`config.mk`:
```
export PLATFORM = sky130hd
export DESIGN_NAME = assembly_line_to_machine_word
export DESIGN_NICKNAME = d
export VERILOG_FILES = /design/src/rtl/core/alw_pkg.sv /design/src/rtl/core/alw_front.sv /design/src/rtl/core/alw_queue.sv /design/src/rtl/core/alw_back.sv /design/src/rtl/core/assembly_line_to_machine_word.sv
export SDC_FILE = /design/constraint.sdc
export NUM_CORES = 1
export LEC_CHECK = 0
export BUFFER_PORTS_ARGS = -buffer_cell sky130_fd_sc_hd__clkbuf_2
export CAP_MARGIN = 15
export CORE_ASPECT_RATIO = 0.7
export CORE_UTILIZATION = 57
export CTS_BUF_LIST = sky130_fd_sc_hd__clkbuf_8
export DETAILED_ROUTE_END_ITERATION = 7
export GPL_TIMING_DRIVEN = 1
export PLACE_DENSITY = 0.79
export SLEW_MARGIN = 40
export SYNTH_ARGS = -nofsm -noshare
export SYNTH_HDL_FRONTEND = slang
export SYNTH_SLANG_ARGS = --single-unit
```
`constraint.sdc`:
```
create_clock -name clk -period 8.5 [get_ports clk]
set_input_delay 0.85 -clock clk [delete_from_list [all_inputs] [get_ports clk]]
set_output_delay 0.85 -clock clk [all_outputs]
set_load 0.05 [all_outputs]
```
`src/rtl/core/alw_pkg.sv`:
```
// ----------------------------------------------------------------------------
// alw_pkg: shared types and constants of the assembly line encoder
// Character classes, queue geometry and the mnemonic lookup functions.
// ----------------------------------------------------------------------------
package alw_pkg;

  // Character classes, assigned by the front end
  localparam logic [2:0] CLS_OTHER = 3'd0;
  localparam logic [2:0] CLS_EOL   = 3'd1;
  localparam logic [2:0] CLS_SPACE = 3'd2;
  localparam logic [2:0] CLS_AT    = 3'd3;
  localparam logic [2:0] CLS_DIGIT = 3'd4;
  localparam logic [2:0] CLS_LEAD  = 3'd5;
  localparam logic [2:0] CLS_EQ    = 3'd6;
  localparam logic [2:0] CLS_SEMI  = 3'd7;

  // Token length codes
  localparam logic [2:0] LEN_EMPTY    = 3'd0;
  localparam logic [2:0] LEN_ONE      = 3'd1;
  localparam logic [2:0] LEN_TWO      = 3'd2;
  localparam logic [2:0] LEN_THREE    = 3'd3;
  localparam logic [2:0] LEN_OVERLONG = 3'd4;
  localparam logic [2:0] LEN_CLOSED   = 3'd7;

  // Queue between front and back
  localparam int QDEPTH = 4;
  localparam int QPTR_W = 2;

  typedef struct packed {
    logic [7:0] chr;
    logic [2:0] cls;
  } item_t;

  typedef struct packed {
    logic empty;
    logic full;
  } q_stat_t;

  typedef struct packed {
    logic       hit;
    logic [6:0] code;
  } comp_dec_t;

  typedef struct packed {
    logic       hit;
    logic [2:0] code;
  } field_dec_t;

  function automatic comp_dec_t comp_lookup(input logic [2:0] len, input logic [23:0] key);
    comp_dec_t r;
    r.hit = 1'b1;
    case ({len, key})
      {LEN_ONE,   16'h0, "0"}: r.code = 7'h2A;
      {LEN_ONE,   16'h0, "1"}: r.code = 7'h3F;
      {LEN_ONE,   16'h0, "D"}: r.code = 7'h0C;
      {LEN_ONE,   16'h0, "A"}: r.code = 7'h30;
      {LEN_ONE,   16'h0, "M"}: r.code = 7'h70;
      {LEN_TWO,   8'h0, "-1"}: r.code = 7'h3A;
      {LEN_TWO,   8'h0, "!D"}: r.code = 7'h0D;
      {LEN_TWO,   8'h0, "!A"}: r.code = 7'h31;
      {LEN_TWO,   8'h0, "-D"}: r.code = 7'h0F;
      {LEN_TWO,   8'h0, "-A"}: r.code = 7'h33;
      {LEN_TWO,   8'h0, "!M"}: r.code = 7'h71;
      {LEN_TWO,   8'h0, "-M"}: r.code = 7'h73;
      {LEN_THREE, "D+1"}:      r.code = 7'h1F;
      {LEN_THREE, "A+1"}:      r.code = 7'h37;
      {LEN_THREE, "D-1"}:      r.code = 7'h0E;
      {LEN_THREE, "A-1"}:      r.code = 7'h32;
      {LEN_THREE, "D+A"}:      r.code = 7'h02;
      {LEN_THREE, "D-A"}:      r.code = 7'h13;
      {LEN_THREE, "A-D"}:      r.code = 7'h07;
      {LEN_THREE, "D&A"}:      r.code = 7'h00;
      {LEN_THREE, "D|A"}:      r.code = 7'h15;
      {LEN_THREE, "M+1"}:      r.code = 7'h77;
      {LEN_THREE, "M-1"}:      r.code = 7'h72;
      {LEN_THREE, "D+M"}:      r.code = 7'h42;
      {LEN_THREE, "D-M"}:      r.code = 7'h53;
      {LEN_THREE, "M-D"}:      r.code = 7'h47;
      {LEN_THREE, "D&M"}:      r.code = 7'h40;
      {LEN_THREE, "D|M"}:      r.code = 7'h55;
      default: begin
        r.hit  = 1'b0;
        r.code = 7'h00;
      end
    endcase
    return r;
  endfunction

  function automatic field_dec_t dest_lookup(input logic [2:0] len, input logic [23:0] key);
    field_dec_t r;
    r.hit = 1'b1;
    case ({len, key})
      {LEN_ONE,   16'h0, "M"}: r.code = 3'd1;
      {LEN_ONE,   16'h0, "D"}: r.code = 3'd2;
      {LEN_TWO,   8'h0, "MD"}: r.code = 3'd3;
      {LEN_ONE,   16'h0, "A"}: r.code = 3'd4;
      {LEN_TWO,   8'h0, "AM"}: r.code = 3'd5;
      {LEN_TWO,   8'h0, "AD"}: r.code = 3'd6;
      {LEN_THREE, "AMD"}:      r.code = 3'd7;
      default: begin
        r.hit  = 1'b0;
        r.code = 3'd0;
      end
    endcase
    return r;
  endfunction

  function automatic field_dec_t jump_lookup(input logic [2:0] len, input logic [23:0] key);
    field_dec_t r;
    r.hit = 1'b1;
    case ({len, key})
      {LEN_THREE, "JGT"}: r.code = 3'd1;
      {LEN_THREE, "JEQ"}: r.code = 3'd2;
      {LEN_THREE, "JGE"}: r.code = 3'd3;
      {LEN_THREE, "JLT"}: r.code = 3'd4;
      {LEN_THREE, "JNE"}: r.code = 3'd5;
      {LEN_THREE, "JLE"}: r.code = 3'd6;
      {LEN_THREE, "JMP"}: r.code = 3'd7;
      default: begin
        r.hit  = 1'b0;
        r.code = 3'd0;
      end
    endcase
    return r;
  endfunction

endpackage

```
`src/rtl/core/alw_front.sv`:
```
// ----------------------------------------------------------------------------
// alw_front: character classifier
// Tags each incoming character with its class before it enters the queue.
// ----------------------------------------------------------------------------
module alw_front
  import alw_pkg::*;
(
  input  logic [7:0] chr,
  output item_t      item
);

  logic [2:0] cls;

  always_comb begin
    if (chr inside {8'd13, 8'd10}) begin
      cls = CLS_EOL;
    end else if (chr == " ") begin
      cls = CLS_SPACE;
    end else if (chr == "@") begin
      cls = CLS_AT;
    end else if (chr inside {["0":"9"]}) begin
      cls = CLS_DIGIT;
    end else if (chr inside {"A", "M", "D", "J"}) begin
      cls = CLS_LEAD;
    end else if (chr == "=") begin
      cls = CLS_EQ;
    end else if (chr == ";") begin
      cls = CLS_SEMI;
    end else begin
      cls = CLS_OTHER;
    end
  end

  assign item.chr = chr;
  assign item.cls = cls;

endmodule

```
`src/rtl/core/alw_queue.sv`:
```
// ----------------------------------------------------------------------------
// alw_queue: short FIFO between classifier and line engine
// Register-based, one push and one pop per cycle; a push is ignored while full and a pop while empty.
// ----------------------------------------------------------------------------
module alw_queue
  import alw_pkg::*;
(
  input  logic    clk,
  input  logic    rst_n,
  input  logic    push,
  input  item_t   push_item,
  input  logic    pop,
  output item_t   head_item,
  output q_stat_t stat
);

  item_t             mem_r [QDEPTH];
  logic [QPTR_W-1:0] wr_ptr_r, wr_ptr_nxt;
  logic [QPTR_W-1:0] rd_ptr_r, rd_ptr_nxt;
  logic [QPTR_W:0]   cnt_r, cnt_nxt;
  logic              do_push, do_pop;

  assign stat.empty = (cnt_r == '0);
  assign stat.full  = (cnt_r == (QPTR_W+1)'(QDEPTH));
  assign do_push    = push && !stat.full;
  assign do_pop     = pop && !stat.empty;
  assign head_item  = mem_r[rd_ptr_r];

  always_comb begin
    wr_ptr_nxt = do_push ? wr_ptr_r + 1'b1 : wr_ptr_r;
    rd_ptr_nxt = do_pop ? rd_ptr_r + 1'b1 : rd_ptr_r;
    cnt_nxt    = cnt_r;
    if (do_push && !do_pop) begin
      cnt_nxt = cnt_r + 1'b1;
    end else if (do_pop && !do_push) begin
      cnt_nxt = cnt_r - 1'b1;
    end
  end

  always_ff @(posedge clk) begin
    if (!rst_n) begin
      wr_ptr_r <= '0;
      rd_ptr_r <= '0;
      cnt_r    <= '0;
    end else begin
      wr_ptr_r <= wr_ptr_nxt;
      rd_ptr_r <= rd_ptr_nxt;
      cnt_r    <= cnt_nxt;
    end
  end

  always_ff @(posedge clk) begin
    if (do_push) begin
      mem_r[wr_ptr_r] <= push_item;
    end
  end

endmodule

```
`src/rtl/core/alw_back.sv`:
```
// ----------------------------------------------------------------------------
// alw_back: line engine
// Tracks the current line, builds address values and compute fields, and
// loads the finished word into the output register at end of line.
// ----------------------------------------------------------------------------
module alw_back
  import alw_pkg::*;
#(
  parameter int VALUE_BITS = 15
) (
  input  logic        clk,
  input  logic        rst_n,
  input  logic        q_valid,
  input  item_t       q_item,
  output logic        q_pop,
  output logic        out_valid,
  input  logic        out_ready,
  output logic [15:0] out_word,
  output logic        out_bad
);

  localparam logic [1:0] KIND_START  = 2'd0;
  localparam logic [1:0] KIND_ADDR   = 2'd1;
  localparam logic [1:0] KIND_COMP   = 2'd2;
  localparam logic [1:0] KIND_IGNORE = 2'd3;

  logic [1:0]            kind_r, kind_nxt;
  logic [VALUE_BITS-1:0] acc_r, acc_nxt;
  logic [23:0]           tok_r, tok_nxt;
  logic [2:0]            len_r, len_nxt;
  logic [2:0]            dest_r, dest_nxt;
  logic [6:0]            comp_r, comp_nxt;
  logic                  semi_r, semi_nxt;
  logic                  err_r, err_nxt;
  logic                  ovalid_r;
  logic [15:0]           word_r, word_nxt;
  logic                  bad_r, bad_nxt;
  logic                  emit;
  logic                  take;

  comp_dec_t             cd;
  field_dec_t            dd, jd;
  logic [6:0]            close_comp;
  logic [2:0]            close_jump;
  logic                  close_fail;
  logic [VALUE_BITS+3:0] acc_sum;
  logic [2:0]            cls;
  logic [7:0]            chr;

  assign take      = q_valid && (!ovalid_r || out_ready);
  assign q_pop     = take;
  assign out_valid = ovalid_r;
  assign out_word  = word_r;
  assign out_bad   = bad_r;
  assign cls       = q_item.cls;
  assign chr       = q_item.chr;

  assign cd = comp_lookup(len_r, tok_r);
  assign dd = dest_lookup(len_r, tok_r);
  assign jd = jump_lookup(len_r, tok_r);

  // Closing the final token: comp when no ';' was seen, jump otherwise
  assign close_comp = semi_r ? comp_r : cd.code;
  assign close_jump = semi_r ? jd.code : 3'd0;
  assign close_fail = semi_r ? !jd.hit : !cd.hit;

  assign acc_sum = ((VALUE_BITS+4)'(acc_r) << 3) + ((VALUE_BITS+4)'(acc_r) << 1)
                   + (VALUE_BITS+4)'(chr[3:0]);

  always_comb begin
    kind_nxt = kind_r;
    acc_nxt  = acc_r;
    tok_nxt  = tok_r;
    len_nxt  = len_r;
    dest_nxt = dest_r;
    comp_nxt = comp_r;
    semi_nxt = semi_r;
    err_nxt  = err_r;
    emit     = 1'b0;
    word_nxt = word_r;
    bad_nxt  = bad_r;

    case (kind_r)
      KIND_START: begin
        if (cls == CLS_AT) begin
          kind_nxt = KIND_ADDR;
        end else if (cls inside {CLS_DIGIT, CLS_LEAD}) begin
          kind_nxt = KIND_COMP;
          tok_nxt  = {tok_r[15:0], chr};
          len_nxt  = LEN_ONE;
        end else if (!(cls inside {CLS_EOL, CLS_SPACE})) begin
          kind_nxt = KIND_IGNORE;
        end
      end
      KIND_ADDR: begin
        if (cls == CLS_EOL) begin
          emit     = 1'b1;
          word_nxt = 16'(acc_r);
          bad_nxt  = 1'b0;
        end else if (!semi_r) begin
          if (cls == CLS_DIGIT) begin
            acc_nxt = acc_sum[VALUE_BITS-1:0];
            len_nxt = LEN_ONE;
          end else if (!(cls == CLS_SPACE && len_r == LEN_EMPTY)) begin
            // Anything else ends the number; drop the rest of the line
            semi_nxt = 1'b1;
          end
        end
      end
      KIND_COMP: begin
        if (cls == CLS_EOL) begin
          emit = 1'b1;
          if (len_r == LEN_CLOSED) begin
            word_nxt = {3'b111, comp_r, dest_r, tok_r[2:0]};
            bad_nxt  = err_r;
          end else begin
            word_nxt = {3'b111, close_comp, dest_r, close_jump};
            bad_nxt  = err_r | close_fail;
          end
        end else if (len_r != LEN_CLOSED) begin
          if (cls == CLS_SPACE) begin
            comp_nxt = close_comp;
            tok_nxt  = {21'd0, close_jump};
            len_nxt  = LEN_CLOSED;
            err_nxt  = err_r | close_fail;
          end else if (cls == CLS_EQ) begin
            dest_nxt = dd.code;
            err_nxt  = err_r | !dd.hit | semi_r;
            tok_nxt  = '0;
            len_nxt  = LEN_EMPTY;
          end else if (cls == CLS_SEMI) begin
            if (semi_r) begin
              err_nxt = 1'b1;
            end else begin
              comp_nxt = cd.code;
              err_nxt  = err_r | !cd.hit;
            end
            semi_nxt = 1'b1;
            tok_nxt  = '0;
            len_nxt  = LEN_EMPTY;
          end else if (len_r < LEN_THREE) begin
            tok_nxt = {tok_r[15:0], chr};
            len_nxt = len_r + 3'd1;
          end else begin
            len_nxt = LEN_OVERLONG;
          end
        end
      end
      default: begin
      end
    endcase

    // End of line returns every kind of line to line start
    if (cls == CLS_EOL) begin
      kind_nxt = KIND_START;
      acc_nxt  = '0;
      tok_nxt  = '0;
      len_nxt  = LEN_EMPTY;
      dest_nxt = '0;
      comp_nxt = '0;
      semi_nxt = 1'b0;
      err_nxt  = 1'b0;
    end
  end

  always_ff @(posedge clk) begin
    if (!rst_n) begin
      kind_r   <= KIND_START;
      acc_r    <= '0;
      tok_r    <= '0;
      len_r    <= LEN_EMPTY;
      dest_r   <= '0;
      comp_r   <= '0;
      semi_r   <= 1'b0;
      err_r    <= 1'b0;
      ovalid_r <= 1'b0;
    end else begin
      if (take) begin
        kind_r <= kind_nxt;
        acc_r  <= acc_nxt;
        tok_r  <= tok_nxt;
        len_r  <= len_nxt;
        dest_r <= dest_nxt;
        comp_r <= comp_nxt;
        semi_r <= semi_nxt;
        err_r  <= err_nxt;
      end
      if (take && emit) begin
        ovalid_r <= 1'b1;
      end else if (out_ready) begin
        ovalid_r <= 1'b0;
      end
    end
  end

  always_ff @(posedge clk) begin
    if (take && emit) begin
      word_r <= word_nxt;
      bad_r  <= bad_nxt;
    end
  end

endmodule

```
`src/rtl/core/assembly_line_to_machine_word.sv`:
```
// ----------------------------------------------------------------------------
// assembly_line_to_machine_word: assembly text to 16-bit instruction encoder
// Classifies and queues one character per cycle while the queue has room;
// the line engine emits one instruction word per address or compute line.
// ----------------------------------------------------------------------------
// Path: a line-ending character is first written into the queue; the line
//   engine loads its word into the output register when it pops that
//   entry, and the word is offered from that register.
// Throughput: one character per cycle while the queue has room; the engine
//   pops one entry per cycle while the output register is free or being drained.
// Reset: synchronous active-low rst_n empties the queue, drops any pending
//   output word and returns the line engine to line start.
// ----------------------------------------------------------------------------
module assembly_line_to_machine_word
  import alw_pkg::*;
#(
  parameter int VALUE_BITS = 15
) (
  input  logic        clk,
  input  logic        rst_n,
  // Input stream: one text character per word
  input  logic        in_tvalid,
  output logic        in_tready,
  input  logic [7:0]  in_tdata,   // [7:0] text_char
  // Result stream: one machine word per instruction line
  output logic        out_tvalid,
  input  logic        out_tready,
  output logic [15:0] out_tdata,  // [15:0] machine_word
  output logic        out_tuser   // [0] bad_mnemonic
);

  item_t   front_item;
  item_t   head_item;
  q_stat_t q_stat;
  logic    in_take;
  logic    q_pop;

  // Accept a character whenever the queue has room
  assign in_tready = !q_stat.full;
  assign in_take   = in_tvalid && in_tready;

  // Front: tag each character with its class
  alw_front u_front (
    .chr  (in_tdata),
    .item (front_item)
  );

  // Queue: decouple the classifier from the line engine
  alw_queue u_queue (
    .clk       (clk),
    .rst_n     (rst_n),
    .push      (in_take),
    .push_item (front_item),
    .pop       (q_pop),
    .head_item (head_item),
    .stat      (q_stat)
  );

  // Back: advance the line state and hold finished words in the output register
  alw_back #(
    .VALUE_BITS (VALUE_BITS)
  ) u_back (
    .clk       (clk),
    .rst_n     (rst_n),
    .q_valid   (!q_stat.empty),
    .q_item    (head_item),
    .q_pop     (q_pop),
    .out_valid (out_tvalid),
    .out_ready (out_tready),
    .out_word  (out_tdata),
    .out_bad   (out_tuser)
  );

  // Address words never carry the error flag
  a_addr_clean : assert property (@(posedge clk) disable iff (!rst_n)
    out_tvalid && !out_tdata[15] |-> !out_tuser)
    else $error("address word flagged as bad mnemonic");

  // Compute words always carry the 111 prefix
  a_comp_prefix : assert property (@(posedge clk) disable iff (!rst_n)
    out_tvalid && out_tdata[15] |-> out_tdata[14:13] == 2'b11)
    else $error("compute word without 111 prefix");

  // An accepted character is held in the queue on the following cycle
  a_queue_holds : assert property (@(posedge clk) disable iff (!rst_n)
    in_tvalid && in_tready |=> !q_stat.empty)
    else $error("accepted character lost by queue");

  // The queue never reports full and empty together
  a_queue_stat : assert property (@(posedge clk) disable iff (!rst_n)
    !(q_stat.full && q_stat.empty))
    else $error("queue status inconsistent");

endmodule

```
After elaboration in Yosys (flattened, before gate mapping):

Memory sizes are Yosys's and may differ from the RTL's. A register that Yosys moved wholly into a read port is not among the register bits.
Cells that the tools add are included.

* bits in registers: 81
* memories kept: 1
* logic and storage cells: 247
* bits of input ports: 12
* bits in writable memories: 44

* add/subtract/negate cells: 7
* order comparisons: 3
* multiplexer cells: 90
* bitwise logic cells: 4
* equal/unequal tests: 76
* reductions and logical operators: 52

Memories
* u_queue.mem_r: words 4, bits a word 11, rd ports 1, clocked after Yosys merged registers in 1, wr ports 1, line alw_queue.sv:17 `item_t mem_r [QDEPTH];`

Operators by type and width (count)
* 27-bit by 26-bit equality test with 1-bit output (second input constant): 34
* 24-bit two-way mux: 8
* 7-bit one-hot mux with 27 select lines: 1
* 27-bit by 25-bit equality test with 1-bit output (second input constant): 5
* 3-bit two-way mux: 25
* 15-bit two-way mux: 4
* 7-bit two-way mux: 7
* 24-bit one-hot mux with 2 select lines: 1
* 3-bit one-hot mux with 7 select lines: 2
* 8-bit by 7-bit equality test with 1-bit output (second input constant): 5
* 16-bit two-way mux: 2
* 16-bit one-hot mux with 2 select lines: 1
* 1-bit two-way mux: 28
* 28-bit OR reduction: 1
* 8-bit by 6-bit equality test with 1-bit output (second input constant): 3
* 2-bit nonzero test: 12
* 3-bit equality test (second input constant): 6
* 8-bit by 4-bit equality test with 1-bit output (second input constant): 2
* 15-bit adder: 1
* 15-bit by 4-bit adder with 15-bit output: 1
* 3-bit != test (second input constant): 5
* 2-bit two-way mux: 7
* 7-bit OR reduction: 2
* 13-bit two-way mux: 1
* 32 further kinds: 68

Depth between registers and ports, before layout:

Gate-level depths: netlist of the first run.

* depth in word-level cells: 12
* mapped depth: 13
* mapped depth without buffers: 12

Hierarchy:

A second synthesis of the first run with hierarchy kept.

* cells, all modules: 828
* area total of the unflattened synthesis: 7838.8 µm²

By module, submodules not included
* alw_back: instances 1, area each 5506.5 µm², cells each 682
* alw_queue: instances 1, area each 2069.5 µm², cells each 105
* alw_front: instances 1, area each 249.0 µm², cells each 38
* assembly_line_to_machine_word: instances 1, area each 13.8 µm², cells each 3

Worst setup path before layout of the first run:

OpenSTA, ideal clock, no wires.

* kind: register to register
* start point: register with a tool-made name
* end point: register u_back.acc_r[14]
* cell stages (with the launch flop): 13
* arrival: 3.216 ns
* clock period less this slack: 3.338 ns
* buffers on the path: 1
* required time: 8.378 ns
* setup slack: 5.162 ns
* path through: dfxtp_1 buf_4 mux4_2 inv_1 fa_1 fa_1 nand2b_1 a21oi_1 o211ai_1 a21oi_1 nor3_1 o211a_1 a311o_1

RTL lines
* end signal: assignment: line alw_back.sv:180 `acc_r <= acc_nxt;`
* end: declaration: line alw_back.sv:28 `logic [VALUE_BITS-1:0] acc_r, acc_nxt;`

==> results of run 1 <==
## power by group through the flow
| stage | Sequential, mW | Combinational (mW) | Clock (mW) |
|---|---|---|---|
| 2_1_floorplan | 0.792 | 0.605 | 0 |
| 6_report | 0.831 | 0.749 | 0.552 |
| 3_3_place_gp | 0.833 | 0.703 | 0 |
| 4_1_cts | 0.829 | 0.732 | 0.554 |
| 3_5_place_dp | 0.840 | 0.722 | 0 |
| 5_1_grt | 0.842 | 0.819 | 0.582 |
## metrics by stage
step                utilization  hold slack [ns]
CTS                      0.6426           0.4597
floorplan                     -           0.4282
finish                   0.6432           0.4615
global placement         0.6098           0.4411
detailed placement       0.6098           0.4499
global route             0.6432           0.4900
## sequential cells by signal, summed over array words and instances (netlist names), named ones only
name / flops
u_back.kind_r: 2
u_queue.mem_r: 44
u_back.out_bad: 1
u_back.out_valid: 1
u_queue.rd_ptr_r: 2
u_back.out_word: 16
u_back.len_r: 3
u_back.err_r: 1
u_back.acc_r: 15
u_queue.cnt_r: 3
u_queue.wr_ptr_r: 2
u_back.semi_r: 1
u_back.dest_r: 3
u_back.comp_r: 7
u_back.tok_r: 24
## cell usage after synthesis, types with 11 or more instances
cell type,count
nor2_1,39
and3_1,12
a21oi_1,33
o21ai_1,11
dfxtp_1,66
nand3_1,48
mux4_2,11
nand4_1,13
edfxtp_1,61
a22oi_1,13
inv_1,25
nand2_1,86
and2_1,13
a21boi_0,23
nor2b_1,30
clkbuf_1,31
nor3_1,26
ha_1,38
o21ai_0,33
## cell usage in the layout, fill, tap and decap left out, drive strengths merged, types with 12 or more instances in the layout
cell type	instances
nand2	86
a22oi	13
clkbuf	49
and3	12
nor2	40
dfxtp	66
a21oi	36
ha	38
and2	13
edfxtp	61
o21ai	44
nand4	14
nor2b	30
nand3	48
inv	30
nor3	26
a21boi	27
## critical path: cells and delay by family, from the launching register on
family,cells,cell delay (ns)
AOI/OAI and AO/OA,6,1.66
adders and majority gates,2,0.88
DFF,1,0.70
muxes,1,0.32
and+or+nand+nor,1,0.14
buffers and inverters,2,0.13
## layout make-up
| type | count | area, µm² | share of cell area |
|---|---|---|---|
| repair buffers | 35 | 187.7 | 0.02309 |
| clock inverters | 13 | 152.6 | 0.01878 |
| multi-input cells | 594 | 4074 | 0.5013 |
| clock buffers | 19 | 261.5 | 0.03218 |
| inverters | 25 | 93.84 | 0.01155 |
| flip-flops and latches | 127 | 3154 | 0.3881 |
| well taps | 162 | 202.7 | 0.02494 |
## worst max-delay path by stage
stage	to	slack, ns	depth (start not counted)	start
6_report	u_back.acc_r[13]$_SDFFE_PN0P_	4.61	12	register
5_1_grt	u_back.acc_r[13]$_SDFFE_PN0P_	4.31	12	register
4_1_cts	u_back.acc_r[13]$_SDFFE_PN0P_	4.39	12	register
3_3_place_gp	u_back.acc_r[13]$_SDFFE_PN0P_	4.58	12	register
3_5_place_dp	u_back.acc_r[13]$_SDFFE_PN0P_	4.47	12	register
2_1_floorplan	u_back.acc_r[14]$_SDFFE_PN0P_	5.16	12	register
## per-layer routing
layer,global-route usage,wire length (µm),vias up
met3,0.05346,1156,34
met5,0,0,-
met2,0.4549,8715,247
li1,-,-,2976
met1,0.3885,8523,3068
met4,0.1137,343,0
## cell families after synthesis
kind of cell / count (synthesis) / synth area share
buffers and inverters: 69 / 0.03817
AO/OA/AOI/OAI: 188 / 0.1733
AND/OR/NAND/NOR: 331 / 0.2360
flip-flops: 127 / 0.4200
XOR/XNOR: 18 / 0.02100
adder cells (fa/ha/maj): 41 / 0.07133
multiplexers: 16 / 0.04017
==> impl_metrics.toml, run 1 <==
[worst_setup_path]
path_cells = "mux4_2, inv_1, fa_1, inv_1, ha_1, a21oi_1, o21ai_0, o41ai_1, o21ai_0, o41ai_1, nand4_1, o211ai_1"
rr_worst_depth = 12
worstSetupStartpointType = "register"
cp_data_arrival_time_ns = 4.27
required_ns = 8.89
end_kind = "register"
path_max_fanout = 11
worstSetupPathType = "register to register"
reg2reg_to = "u_back.acc_r[13]$_SDFFE_PN0P_"
crit_slowest_cell = "dfxtp_1"
r2r_slack_ns = 4.61
max_stage_delay_ns = 0.70

[grt]
grt_pass1_wl_um = 30550
grt_pass1_vias = 5967
grt_max_degree = 68
grt_overflow = 0
grt_usage = 0.2858
antenna_found_initial = 0

[clock_network]
clk_pin_slew_worst_paths_ns = 0.08
clockBufferDepth = 2
htree_levels = 4
tritoncts = "built"
post_cts_buffers = 0
clock-sinks = 127
cts_buffers = 17
hold_buffers = 0
clkLatencyLatePin_ns = 0.46
post_cts_resized = 0
cts_root_buf = "clkbuf_8"

[routing]
vias = 6325
viasPerCell = 6.487
drc = 2
first_pass_iters = 7
drtIter0Drc = 517
wire_per_inst_um = 19.22
wl_um = 18740
antenna_left = 0

[timing]
slew_headroom = 0.4482
hold_viol = 0
finalSetupViolations = 0
fin_crit_sh = 0.4573
setup_tns_ns = 0
skew_ns = 0.01280
tightestPinTransition_ns = 0.8162
fmaxAchievable_mhz = 257.3
rsz0062_at_grt = "false"
worst_slack_ns = 4.613
maxSlewViolCount = 0
period_minus_slack_ns = 3.887

[min_path]
hold_end = "u_back.comp_r[3]$_SDFFE_PN0P_"
hold_path_class = "register to register"
hp-start = "u_back.comp_r[3]$_SDFFE_PN0P_"
worstHoldPathCells = 2

[synth]
ys_types = 75
syn_area_per_cell_um2 = 9.503
netlist_area_mm2 = 0.007507
syn-num-nets = 843
synth_top_area_frac = 0.2440
syn_inst = 790
yosysWarnings = 0
synth_edf_count = 61
synth-async-reset-ratio = 0
synth_flop_cell = "dfxtp_1"
synth_area_leaders = "edfxtp_1, dfxtp_1, ha_1, nand2_1, mux4_2"
ys_ff_latch = 127
yosysSeqAreaShare = 0.4200
synth_top_area_cell = "edfxtp_1"

[layout]
final_cells = 975
areaGrowthSynthToFinish_pct = 8.250
layout.nets = 853
final.fill_count = 1004
antenna_cells = 0
design_area_mm2 = 0.008127
layout-drive-gt1-share = 0.1255

[status]
status = "finished with violations"
violations = "design-rule violations"

[power_and_ir_drop]
peakVddDrop_uv = 203.4
leakage_nw = 2.943
design_power_total_mw = 2.133
seqPwrFrac = 0.390
combPwrFrac = 0.351
switching_share = 0.4061
p_sw_mw = 0.8660
p_int_mw = 1.267
power.density_mw_per_mm2 = 262.4
pwr-share-clk = 0.259

[placement]
routabilityCongestion = 0.9542
dp.cells = 943
post_dp_cell_area_mm2 = 0.007705
dpl_worst_slack_ns = 4.469
dpl.hpwl_um = 13220
io_buffers = 30

[floorplan]
start_util = 0.5942
num_io_pins = 31
die_h_um = 98.02
die-area_mm2 = 0.01364
coreArea_mm2 = 0.01263
row_count = 34
die_w_um = 139.2

[run]
drv_cap = 0
No activity file was read; power rests on OpenSTA's default activity.
==> run 2, diff against run 1 <==
--- a/config.mk
+++ b/config.mk
@@ -5,6 +5,7 @@
 export SDC_FILE = /design/constraint.sdc
 export NUM_CORES = 1
 export LEC_CHECK = 0
+export ABC_AREA = 1
 export BUFFER_PORTS_ARGS = -buffer_cell sky130_fd_sc_hd__clkbuf_2
 export CAP_MARGIN = 15
 export CORE_ASPECT_RATIO = 0.7
@@ -12,7 +13,7 @@
 export CTS_BUF_LIST = sky130_fd_sc_hd__clkbuf_8
 export DETAILED_ROUTE_END_ITERATION = 7
 export GPL_TIMING_DRIVEN = 1
-export PLACE_DENSITY = 0.79
+export PLACE_DENSITY = 0.78
 export SLEW_MARGIN = 40
 export SYNTH_ARGS = -nofsm -noshare
 export SYNTH_HDL_FRONTEND = slang
==> constraint.sdc (replaced) <==
create_clock -name clk -period 3.75 [get_ports clk]
set_input_delay 0.375 -clock clk [delete_from_list [all_inputs] [get_ports clk]]
set_output_delay 0.375 -clock clk [all_outputs]
set_load 0.05 [all_outputs]
==> run 2 against run 1 <==
Effect of this change:
- the run now ends clean
- sequential power up 120%
- fmax up 16%
- via count up 16%
- sequential share of layout area down 1.8 points
- critical path type unchanged
- largest power group is now combinational cells
- highest routed layer unchanged
==> impl_metrics.toml, run 2 <==
[placement]
dp.cells = 1277
routabilityCongestion = 0.9716
dpl.hpwl_um = 14370
io_buffers = 30

[synth]
netlist_area_mm2 = 0.007819
synth-async-reset-ratio = 0
synth_area_leaders = "edfxtp_1, dfxtp_1, nand2_1, nor2_1, a21oi_1"
synth_edf_count = 61
syn_inst = 1084
synth_fa_ha_area_frac = 0.06849
synth_compound_area_frac = 0.1515
synth_top_family_by_area = "simple AND/OR/NAND/NOR gates"
ys_ff_latch = 127
yosysWarnings = 0
synthXorXnorAreaFrac = 0.008961
synth_common_cells = "nand2_1, nor2_1, inv_1, a21oi_1, o21ai_0"
yosys.area_share.simple = 0.2956
synth_flop_cell = "dfxtp_1"
syn-num-nets = 1137
synth_mux_area_frac = 0
syn_area_per_cell_um2 = 7.213
post-synth-top-count-cell = "nand2_1"
synth_top_area_frac = 0.2343
synth_top_area_cell = "edfxtp_1"
ys_types = 51
yosysSeqAreaShare = 0.4033

[floorplan]
die_h_um = 99.99
coreArea_mm2 = 0.01327
die_w_um = 142.0
start_util = 0.5893
num_io_pins = 31
die-area_mm2 = 0.01420
row_count = 35

[timing]
hold_ws_ns = 0.1729
rsz0062_at_grt = "false"
skew_ns = 0.01593
finalSetupViolations = 0
tightestPinTransition_ns = 0.7614
period_minus_slack_ns = 3.349
hold_viol = 0
fin_crit_sh = 0.8932
setup_tns_ns = 0
maxSlewViolCount = 0
fmaxAchievable_mhz = 298.6
slew_headroom = 0.4912

[grt]
grt_usage = 0.2908
grt_overflow = 0
grt_pass1_vias = 6631
grt_max_degree = 38
antenna_found_initial = 0
grt_pass1_wl_um = 32240

[power_and_ir_drop]
leakage_nw = 3.780
peakVddDrop_uv = 345.7
power.density_mw_per_mm2 = 598.8

[layout]
largest_register_ff_count = 44
final_cell_mix = "nand2_1, nor2_1, inv_1, a21oi_1, o21ai_0"
areaGrowthSynthToFinish_pct = 9.073
antenna_cells = 0
layout-drive-gt1-share = 0.08808
final_common_cell = "nand2_1"
layout.nets = 1164
final.fill_count = 1206
top_register = "u_queue.mem_r"
final_cells = 1309

[worst_setup_path]
path_cells = "inv_1, a32o_1, fa_1, fa_1, inv_1, a31oi_1, inv_1, a31oi_1, o21ai_0, o21ai_0, a21o_1, a21oi_1"
path_max_fanout = 12
critPathTopFamily = "compound AO/OA/AOI/OAI gates"
r2r_slack_ns = 0.40
required_ns = 4.14
reg2reg_to = "u_back.acc_r[12]$_SDFFE_PN0P_"
max_stage_delay_ns = 0.57
crit_buf_inv = 3
worstSetupPathType = "register to register"
worstSetupStartpointType = "register"
crit_slowest_cell = "dfxtp_1"
cp_data_arrival_time_ns = 3.73
cp_common_cell = "inv_1"
end_kind = "register"
rr_worst_depth = 12

[status]
status = "complete, no violations"

[clock_network]
post_cts_resized = 0
clock-sinks = 127
clockBufferDepth = 2
clk_pin_slew_worst_paths_ns = 0.09
clkLatencyLatePin_ns = 0.46
cts_root_buf = "clkbuf_8"
cts_buffers = 17
hold_buffers = 0
htree_levels = 4
post_cts_buffers = 0
tritoncts = "built"

[min_path]
hold_path_class = "input port to register"
worstHoldPathCells = 1
hp-start = "in_tdata[0]"
hold_end = "u_queue.mem_r[3][3]$_DFFE_PP_"

[routing]
first_pass_iters = 6
wl_um = 19560
wire_per_inst_um = 14.94
drtIter0Drc = 655
vias = 7317
antenna_left = 0
viasPerCell = 5.590
drc = 0

[run]
drv_cap = 0
run 2: cell types whose count changed in the layout (fill, tap and decap cells not counted), moves of 13 or more:
cell | previous run | this run
nand2_1 | 86 | 269
nor2_1 | 39 | 160
inv_1 | 25 | 106
a21oi_1 | 33 | 96
o21ai_0 | 33 | 73
nor2b_1 | 30 | 0
a21boi_0 | 23 | 1
nand3_1 | 48 | 64
a22oi_1 | 13 | 0
run 2: through the flow:
step / util / worst slack (ns) / total power [mW] / area, µm²
floorplan: - / 0.6932 / 3.434 / 7819
global placement: 0.6120 / 0.5565 / 3.860 / 8120
detailed placement: 0.6127 / 0.4674 / 3.905 / 8130
CTS: 0.6427 / 0.4241 / 5.078 / 8528
global route: 0.6427 / 0.09014 / 5.455 / 8528
finish: 0.6427 / 0.4006 / 5.107 / 8528
run 2: worst reg2reg max path: stages, from the launching register on:
cell and delay (ns):
dfxtp_1 0.57, inv_1 0.28, a32o_1 0.38, fa_1 0.54
fa_1 0.42, inv_1 0.09, a31oi_1 0.16, inv_1 0.11
a31oi_1 0.12, o21ai_0 0.24, o21ai_0 0.11, a21o_1 0.16
a21oi_1 0.10
run 2: where the power goes:
group          internal, mW  switching (mW)
registers              1.66           0.148
logic                 0.626            1.48
clock network         0.505           0.686
run 2: kinds of logic after synthesis:
family	Yosys count
and+or+nand+nor	553
buffers and inverters	144
xor gates and xnor gates	8
adders and majority gates	41
DFF	127
AOI/OAI and AO/OA	211
run 2: area by class of cell:
| class | instances | area, µm² | share of cell area |
|---|---|---|---|
| Timing Repair Buffer | 37 | 202.7 | 0.02377 |
| Tap cell | 185 | 231.5 | 0.02714 |
| Clock buffer | 17 | 234.0 | 0.02744 |
| Clock inverter | 15 | 163.9 | 0.01922 |
| Multi-Input combinational cell | 813 | 4111 | 0.4821 |
| Inverter | 115 | 431.7 | 0.05062 |
| Sequential cell | 127 | 3153 | 0.3697 |
run 2: worst max-delay path by stage:
| stage | from | endpoint | slack (ns) | depth (start not counted) |
|---|---|---|---|---|
| after floorplan | register | u_back.acc_r[12]$_SDFFE_PN0P_ | 0.69 | 14 |
| after global placement | register | u_back.acc_r[12]$_SDFFE_PN0P_ | 0.56 | 12 |
| after detailed placement | register | u_back.acc_r[12]$_SDFFE_PN0P_ | 0.47 | 12 |
| after CTS | register | u_back.acc_r[12]$_SDFFE_PN0P_ | 0.42 | 12 |
| after global routing | register | u_back.acc_r[12]$_SDFFE_PN0P_ | 0.09 | 12 |
| final | register | u_back.acc_r[12]$_SDFFE_PN0P_ | 0.40 | 12 |
run 2: routing by layer:
| metal | GRT usage | vias up | routed length, µm | part of all wire |
|---|---|---|---|---|
| li1 | - | 3685 | - | - |
| met2 | 0.4389 | 331 | 8128 | 0.42 |
| met3 | 0.06393 | 28 | 1736 | 0.089 |
| met1 | 0.4181 | 3273 | 9421 | 0.48 |
| met5 | 0 | - | 0 | 0 |
| met4 | 0.08437 | 0 | 272 | 0.014 |
